<file path="config.mk">
export PLATFORM = sky130hd
export DESIGN_NAME = stfms_ctrl
export DESIGN_NICKNAME = d
export VERILOG_FILES = /design/src/hw/rtl/stfms_pkg.sv /design/src/hw/rtl/stfms_ctrl.sv
export SDC_FILE = /design/constraint.sdc
export NUM_CORES = 1
export LEC_CHECK = 0
export ABC_CLOCK_PERIOD_IN_PS = 3700
export BUFFER_PORTS_ARGS = -buffer_cell sky130_fd_sc_hd__clkbuf_2
export CAP_MARGIN = 5
export CORE_AREA = 2 2 39 41
export CTS_CLUSTER_DIAMETER = 200
export DETAILED_ROUTE_END_ITERATION = 16
export DIE_AREA = 0 0 41 43
export PLACE_DENSITY = 0.58
export SLEW_MARGIN = 20
export SYNTH_ARGS = -nofsm -noshare
export SYNTH_HDL_FRONTEND = slang
export SYNTH_SLANG_ARGS = --single-unit
</file>
<file path="constraint.sdc">
create_clock -name clk -period 3.7 [get_ports clk]
set_clock_uncertainty 0.1 [all_clocks]
set_input_delay 0.37 -clock clk [delete_from_list [all_inputs] [get_ports clk]]
set_output_delay 0.37 -clock clk [all_outputs]
set_load 0.02 [all_outputs]
</file>
<file path="src/hw/rtl/stfms_pkg.sv">
`timescale 1ns / 1ps
package stfms_pkg;
  localparam int TableDepth = 1024;
  localparam int ValueWidth = 32;
  localparam int PosWidth = 11;

  localparam logic OP_INSERT = 1'b0;
  localparam logic OP_QUERY = 1'b1;

  localparam logic [1:0] ST_INSERTED = 2'd0;
  localparam logic [1:0] ST_FOUND = 2'd1;
  localparam logic [1:0] ST_NOT_FOUND = 2'd2;
  localparam logic [1:0] ST_FULL = 2'd3;

  // commands from controller to datapath
  typedef struct packed {
    logic load;        // capture item, init search bounds
    logic rd;          // issue table read at mid
    logic step;        // narrow bounds with read data
    logic shift_rd;    // read entry below shift pointer
    logic shift_wr;    // write read data one place up, step pointer down
    logic ins_wr;      // write key at insert point, count up
    logic chk_rd;      // read entry at lower bound
    logic finish;      // form result
    logic clear;       // empty the table
  } stfms_cmd_t;

  typedef struct packed {
    logic is_query;
    logic last;
    logic full;
    logic search_done; // lo == hi
    logic shift_done;  // shift pointer reached insert point
  } stfms_sts_t;
endpackage

</file>
<file path="src/hw/rtl/stfms_ctrl.sv">
`timescale 1ns / 1ps
module stfms_ctrl (
  input  logic clk,
  input  logic rst,
  input  logic in_valid,
  output logic in_ready,
  output logic out_valid,
  input  logic out_ready,
  output logic full_drop,
  output stfms_pkg::stfms_cmd_t cmd,
  input  stfms_pkg::stfms_sts_t sts
);
  localparam logic [3:0] S_IDLE = 4'd0;
  localparam logic [3:0] S_CHKFULL = 4'd1;
  localparam logic [3:0] S_RD = 4'd2;
  localparam logic [3:0] S_STEP = 4'd3;
  localparam logic [3:0] S_SHRD = 4'd4;
  localparam logic [3:0] S_SHWR = 4'd5;
  localparam logic [3:0] S_CHK = 4'd6;
  localparam logic [3:0] S_FIN = 4'd7;
  localparam logic [3:0] S_OUT = 4'd8;

  logic [3:0] state, state_next;
  logic full_flag, full_flag_next;

  assign in_ready = (state == S_IDLE);
  assign out_valid = (state == S_OUT);
  assign full_drop = full_flag;

  always_comb begin
    cmd = '0;
    state_next = state;
    full_flag_next = full_flag;
    case (state)
      S_IDLE: begin
        if (in_valid) begin
          cmd.load = 1'b1;
          state_next = S_CHKFULL;
        end
      end
      S_CHKFULL: begin
        full_flag_next = !sts.is_query && sts.full;
        if (!sts.is_query && sts.full) state_next = S_OUT;
        else if (sts.search_done) state_next = sts.is_query ? S_CHK : S_SHRD;
        else begin
          cmd.rd = 1'b1;
          state_next = S_STEP;
        end
      end
      S_RD: begin
        if (sts.search_done) state_next = sts.is_query ? S_CHK : S_SHRD;
        else begin
          cmd.rd = 1'b1;
          state_next = S_STEP;
        end
      end
      S_STEP: begin
        cmd.step = 1'b1;
        state_next = S_RD;
      end
      S_SHRD: begin
        if (sts.shift_done) begin
          cmd.ins_wr = 1'b1;
          state_next = S_FIN;
        end else begin
          cmd.shift_rd = 1'b1;
          state_next = S_SHWR;
        end
      end
      S_SHWR: begin
        cmd.shift_wr = 1'b1;
        state_next = S_SHRD;
      end
      S_CHK: begin
        cmd.chk_rd = 1'b1;
        state_next = S_FIN;
      end
      S_FIN: begin
        cmd.finish = 1'b1;
        state_next = S_OUT;
      end
      S_OUT: begin
        if (out_ready) begin
          if (sts.is_query && sts.last) cmd.clear = 1'b1;
          state_next = S_IDLE;
        end
      end
      default: state_next = S_IDLE;
    endcase
  end

  always_ff @(posedge clk) begin
    if (rst) begin
      state <= S_IDLE;
      full_flag <= 1'b0;
    end else begin
      state <= state_next;
      full_flag <= full_flag_next;
    end
  end

  a_one_side: assert property (@(posedge clk) disable iff (rst) !(in_ready && out_valid))
    else $error("input and output open together");
  a_out_hold: assert property (@(posedge clk) disable iff (rst)
    out_valid && !out_ready |=> out_valid)
    else $error("result dropped while stalled");
  a_clear_only_out: assert property (@(posedge clk) disable iff (rst)
    cmd.clear |-> out_valid && out_ready)
    else $error("clear outside delivery");
endmodule

</file>
* Yosys cells after proc, flatten, opt, wreduce, memory -nomap -nowiden
Index checks and enable logic that the tools add are counted.
** Cells by class
- Shift-type cells :: 0
- Magnitude comparators :: 0
- Reduce and logical (&&, ||, !) cells :: 5
- Div/mod/pow operators :: 0
- Eq/ne operators :: 10
- Mux-type cells :: 23
- Bitwise gates (word level) :: 0
- $add $sub $neg :: 0
- $mul :: 0
** Operators with widths (number)
- $pmux W4 S9 :: 1
- $eq A4 B3 Y1 const B :: 4
- $mux W1 :: 15
- $mux W4 :: 3
- $eq A4 B2 Y1 const B :: 2
- $eq A4 B1 Y1 const B :: 1
- $eq A4 B4 Y1 const B :: 1
- $logic_not A4 Y1 :: 1
- $mux W2 :: 2
- $mux W3 :: 1
- $logic_and A1 B1 Y1 :: 2
- $ne A2 B1 Y1 const B :: 1
- $ne A2 B2 Y1 const B :: 1
- $pmux W1 S2 :: 1
- $reduce_and A2 Y1 :: 1
- $logic_not A1 Y1 :: 1
** Storage, ports and cells
- Latch bits :: 0
- Register bits after elaboration :: 5
- Bits in writable memories :: 0
- Memories kept :: 0
- Bits in read-only memories :: 0
- Bits of input ports :: 9

* Depth between registers and ports, before layout
Gate-level depths: netlist (run 1).
- Word-level depth :: 4
- Mapped depth :: 5

* Least setup slack after synthesis (run 1)
No wires, ideal clock.
- Path kind :: reg2out
- From :: register state[1]
- To :: output cmd[8] (netlist bit)
- Path slack :: 1572 ps
- Data arrival time :: 1658 ps
- Buffers on the path :: 1
- Stages on the path, launching flop included :: 4
- Path through :: dfxtp_1 clkbuf_1 nor4_1 and2_1
** RTL lines
- from (decl) :: line stfms_ctrl.sv:23 : logic [3:0] state, state_next;
- from (signal assigned) :: line stfms_ctrl.sv:97 : state <= state_next;
- to (decl) :: line stfms_ctrl.sv:10 : output stfms_pkg::stfms_cmd_t cmd,

==> results.txt, run 1 <==
fin util = 37.79%
sequential share of the synthesized area = 25.40%
Starting Density = 28.48%
hold path cells = 2
Filler cells = 159
Slew @ Worst Pin = 0.5028 ns
final hold vios = 0
CTS tree = yes
Synth-to-Final Area Change = 32.70%
Pre-Repair DR Iteration Count = 4
ANT nets after route = 0
Die Span Y = 43 um
ys async rst share = 0%
top cells by count, synth = 10 x nor2_1, 5 x dfxtp_1, 5 x nand2_1, 5 x nand2b_1, 3 x a21oi_1
Post-Layout Inst Area = 523.0 um2
cell with the most instances after synthesis = nor2_1
cts repair resizes = 0
Skew-Pair Late Insertion Delay = 0.23 ns
pin count of the biggest net entering global routing = 17
Ports = 21
Worst VDD drop = 156.1 uV
register share of total power = 36.9%
crit end category = primary output
synth unique cells = 27
Port-buffer cells = 20
Ys Warns = 0
routed len/inst = 9.857 um
top_reg_cell synth = dfxtp_1
WP data arrival = 1.49 ns
Syn Area/Cell = 7.166 um2
final setup vio count = 0
pre-CTS WS = 1.978 ns
Mapped Cells = 55
Slew Limit Fails = 0
DP HPWL = 751.2 um
fmax = 510.6 MHz
vias in the first global route = 349
share of layout cells above drive strength 1 = 32.00%
min cycle time layout = 1.959 ns
Slew headroom = 66.04%
reg2reg setup slack = 2.25 ns
first-pass GRT wire length = 1414 um
clock-pin slew on the worst setup and hold paths = 0.04 ns
Register-to-Register Path Depth = 4
Hold Path Origin = rst
Starting DRT DRC Count = 3
gr usage total = 11.66%
H-tree depth = 1
Synth area leaders = dfxtp_1 25%, nor2_1 9.5%, nand2b_1 7.9%, nand2_1 4.8%, a21oi_1 3.8%
logic gate share of total power = 33.4%
CTS Buf Count = 3
core footprint = 1384 um2
Residual DRC = 0
Leakage = 0.2462 nW
cell area after synthesis = 394.1 um2
worst min-delay path class = input port to flip-flop
P_sw = 0.07238 mW
total clock sinks = 5
Worst setup startpoint = state[2]$_SDFFE_PP0P_
Final nets = 85
Pwr per Cell Area = 387.8 nW/um2
area leader, netlist = dfxtp_1
P_int = 0.1305 mW
Worst EP required = 3.23 ns
Syn Nets = 64
CP max FO = 14
#FFs+latches synth = 5
Sw Share = 35.68%
Synth top area share = 25.40%
placed inst area = 496.7 um2
root buffer cell = clkbuf_4
WS Path Type = flip-flop to primary output
via count = 426
Max-cap violations = 0
Max Root-Sink Buffers = 2
Vias/cell = 4.681
GP Congestion = 0.6997
global route overflow = 0
# rows = 14
FF-to-FF Start = state[1]$_SDFFE_PP0P_
startpoint types = flip-flop
# hold bufs at CTS = 0
Die ar. = 1763 um2
total wire length = 897 um
# diodes = 0
Fin Hold WS = 0.2262 ns
outcome = completed
EDFF count, synth = 0
antenna violations before repair = 0
fin crit share = 52.93%
Final WS setup = 1.741 ns
Die X-Extent = 41 um
Clock Power Share = 29.6%
RSZ-0062 raised after global routing = no
post-CTS setup buffer count = 0
post-route setup TNS = 0 ns
==> cell families after synthesis <==
family	share of synthesized area (%)
AOI/OAI and AO/OA	13.33
xor gates and xnor gates	2.223
buffers and inverters	5.397
DFF	25.40
muxes	2.540
and+or+nand+nor	51.11
==> final timing paths <==
path,end
worst max-delay path,cmd[2]
worst min register to register,full_drop$_SDFFE_PP0P_
worst max register to register,state[3]$_SDFFE_PP0P_
worst min-delay path,state[3]$_SDFFE_PP0P_
==> cell usage in the layout, fill, tap and decap left out, drive strengths merged <==
cell type  count
or4b           1
a22oi          1
and4           1
a21o           1
nor4b          1
and4b          1
nor3           2
nor4bb         1
inv            1
nand3b         1
dfxtp          5
o21ai          1
nor4           1
nand2b         5
mux2i          1
and3           1
o41ai          1
a32oi          1
and2           2
nor2          10
nand3          1
xor2           1
nor2b          2
clkbuf        24
nand2          5
a21oi          3
==> power by group through the flow <==
stage                     combinational, mW  clock [mW]  sequential, mW
final                                0.0678      0.0601          0.0749
after floorplan                      0.0594           0          0.0655
after CTS                            0.0688      0.0642          0.0751
after detailed placement             0.0687           0          0.0761
after global routing                 0.0756      0.0661          0.0774
after global placement               0.0688           0          0.0757
==> registers in the layout, summed over array words and instances, names as in the netlist <==
register,count
state,4
full_drop,1
==> per-layer routing <==
metal	up-vias	GRT usage [%]	wire (um)	share of wire (%)
met5	-	0	0	0
met4	0	8.000	0	0
met3	0	1.571	51	5.7
met2	11	18.44	425	47
met1	179	13.55	420	47
li1	236	-	-	-
==> final cells by class <==
cell class / count / area (um2) / share of cell area [%]
Inverter: 1 / 3.754 / 0.7177
Tap cell: 16 / 20.02 / 3.828
Timing Repair Buffer: 20 / 100.1 / 19.14
Multi-Input combinational cell: 45 / 272.8 / 52.15
Clock buffer: 4 / 26.28 / 5.024
Sequential cell: 5 / 100.1 / 19.14
==> worst max-delay path: stages (launching register included) <==
cell and delay (ns):
dfxtp_1 0.58, nor2b_1 0.31, nand2_1 0.08, nor2_1 0.11, clkbuf_2 0.18
==> metrics by stage <==
step / power, mW / std cells
after floorplan: 0.1249 / 55
after CTS: 0.2081 / 91
after global placement: 0.1445 / 87
final: 0.2028 / 91
after detailed placement: 0.1447 / 87
after global routing: 0.2191 / 91
Note: power is estimated with default switching activity, not from simulation.
==> inputs of run 2 (changes only) <==
--- a/config.mk
+++ b/config.mk
@@ -5,7 +5,7 @@
 export SDC_FILE = /design/constraint.sdc
 export NUM_CORES = 1
 export LEC_CHECK = 0
-export ABC_CLOCK_PERIOD_IN_PS = 3700
+export ABC_CLOCK_PERIOD_IN_PS = 1900
 export BUFFER_PORTS_ARGS = -buffer_cell sky130_fd_sc_hd__clkbuf_2
 export CAP_MARGIN = 5
 export CORE_AREA = 2 2 39 41
==> constraint.sdc (replaced) <==
create_clock -name clk -period 1.9 [get_ports clk]
set_clock_uncertainty 0.1 [all_clocks]
set_input_delay 0.19 -clock clk [delete_from_list [all_inputs] [get_ports clk]]
set_output_delay 0.19 -clock clk [all_outputs]
set_load 0.02 [all_outputs]
==> results.txt, run 2 (synthesized netlist as in run 1, its figures left out) <==
Pre-Repair DR Iteration Count = 3 (was 4)
CTS tree = yes (unchanged)
RSZ-0062 raised after global routing = no (unchanged)
Vias/cell = 4.846 (was 4.681)
outcome = completed (unchanged)
fmax = 556.5 MHz
final setup vio count = 0 (unchanged)
CTS Buf Count = 3 (unchanged)
Starting Density = 28.48% (unchanged)
Filler cells = 169 (was 159)
crit end category = primary output (unchanged)
ANT nets after route = 0 (unchanged)
clock-pin slew on the worst setup and hold paths = 0.04 ns (about the same)
first-pass GRT wire length = 1435 um (was 1414 um)
Slew headroom = 65.00% (was 66.04%)
post-CTS setup buffer count = 0 (unchanged)
root buffer cell = clkbuf_4 (unchanged)
Pwr per Cell Area = 758.2 nW/um2 (was 387.8 nW/um2)
Die X-Extent = 41 um (unchanged)
GP Congestion = 0.6619 (was 0.6997)
total wire length = 935 um (was 897 um)
Ports = 21 (unchanged)
via count = 441 (was 426)
Leakage = 0.2481 nW (was 0.2462 nW)
commonest cells after routing, fill and taps aside = 20 x clkbuf_2, 10 x nor2_1, 5 x nand2_1, 5 x nand2b_1, 4 x dfxtp_1 (was 20 x clkbuf_2, 10 x nor2_1, 5 x nand2_1, 5 x nand2b_1, 5 x dfxtp_1)
Starting DRT DRC Count = 5 (was 3)
Worst VDD drop = 341.6 uV (was 156.1 uV)
routed len/inst = 10.27 um (was 9.857 um)
startpoint types = flip-flop (unchanged)
Fin Hold WS = 0.04142 ns (was 0.2262 ns)
core footprint = 1384 um2 (unchanged)
Max-cap violations = 0 (unchanged)
post-route setup TNS = 0 ns (unchanged)
# rows = 14 (unchanged)
Max Root-Sink Buffers = 2 (unchanged)
Largest register FFs = 4 (unchanged)
WP data arrival = 1.51 ns (was 1.49 ns)
final hold vios = 0 (unchanged)
gr usage total = 11.45% (was 11.66%)
Die ar. = 1763 um2 (unchanged)
fin util = 38.34% (was 37.79%)
DP HPWL = 725.1 um (was 751.2 um)
Port-buffer cells = 20 (unchanged)
worst min-delay path class = input port to flip-flop (unchanged)
share of layout cells above drive strength 1 = 34.67% (was 32.00%)
antenna violations before repair = 0 (unchanged)
fin crit share = 94.57%
global route overflow = 0 (unchanged)
Most flops, register = state (unchanged)
Worst EP required = 1.61 ns (was 3.23 ns)
Final nets = 85 (unchanged)
WS Path Type = flip-flop to primary output (unchanged)
commonest non-fill, non-tap cell in the layout = clkbuf_2 (unchanged)
CP max FO = 16 (was 14)
vias in the first global route = 348 (was 349)
Synth-to-Final Area Change = 34.60% (was 32.70%)
Slew @ Worst Pin = 0.5242 ns (was 0.5028 ns)
cts repair resizes = 0 (unchanged)
# diodes = 0 (unchanged)
pin count of the biggest net entering global routing = 17 (unchanged)
total clock sinks = 5 (unchanged)
# hold bufs at CTS = 0 (unchanged)
Skew-Pair Late Insertion Delay = 0.23 ns (about the same)
Die Span Y = 43 um (unchanged)
Residual DRC = 0 (unchanged)
min cycle time layout = 1.797 ns
H-tree depth = 1 (unchanged)
Slew Limit Fails = 0 (unchanged)
==> run 2: cell count changes in the layout (fill, tap and decap cells not counted) <==
cell,previous run,this run
dfxtp_1,5,4
dfxtp_2,0,1
nor4_1,1,0
nor4_2,0,1
==> run 2: final timing paths <==
| check | to | cells past startpoint | slack, ns | from |
|---|---|---|---|---|
| setup reg to reg | state[3]$_SDFFE_PP0P_ | 4 | 0.40 | state[1]$_SDFFE_PP0P_ |
| hold reg to reg | full_drop$_SDFFE_PP0P_ | 2 | 0.40 | full_drop$_SDFFE_PP0P_ |
| setup / recovery | cmd[0] | 3 | 0.10 | state[1]$_SDFFE_PP0P_ |
| hold / removal | state[3]$_SDFFE_PP0P_ | 2 | 0.04 | rst |
==> run 2: layer usage <==
metal	routed length (um)	vias to the layer above	global-route usage (%)
met4	0	0	4.000
met2	420	10	16.88
met5	0	-	0
li1	-	232	-
met3	45	0	3.141
met1	470	199	15.43
==> run 2: layout make-up <==
class                           instances  area, um2  area share (%)
Timing Repair Buffer                   20      100.1           18.87
Sequential cell                         5      101.3           19.10
Multi-Input combinational cell         45      279.0           52.59
Inverter                                1      3.754          0.7075
Clock buffer                            4      26.28           4.953
Tap cell                               16      20.02           3.774
==> run 2: critical path, stage by stage (launching register included) <==
cell and delay (ns):
dfxtp_1 0.46, nor4b_2 0.41, and4_1 0.23, clkbuf_2 0.16
==> run 2: power by group <==
group,switching [mW],internal (mW)
logic,0.0731,0.0616
registers,0.0334,0.116
clock network,0.0387,0.0791
==> run 2: through the flow <==
stage / worst slack, ns / total power, mW / cell area (um2) / std cells
finish: 0.1031 / 0.4022 / 530.5 / 91
global route: 0.002509 / 0.4342 / 530.5 / 91
CTS: 0.09184 / 0.4103 / 529.3 / 91
detailed placement: 0.3518 / 0.2865 / 503.0 / 87
global placement: 0.3503 / 0.2860 / 503.0 / 87
floorplan: 0.1289 / 0.2471 / 400.4 / 55
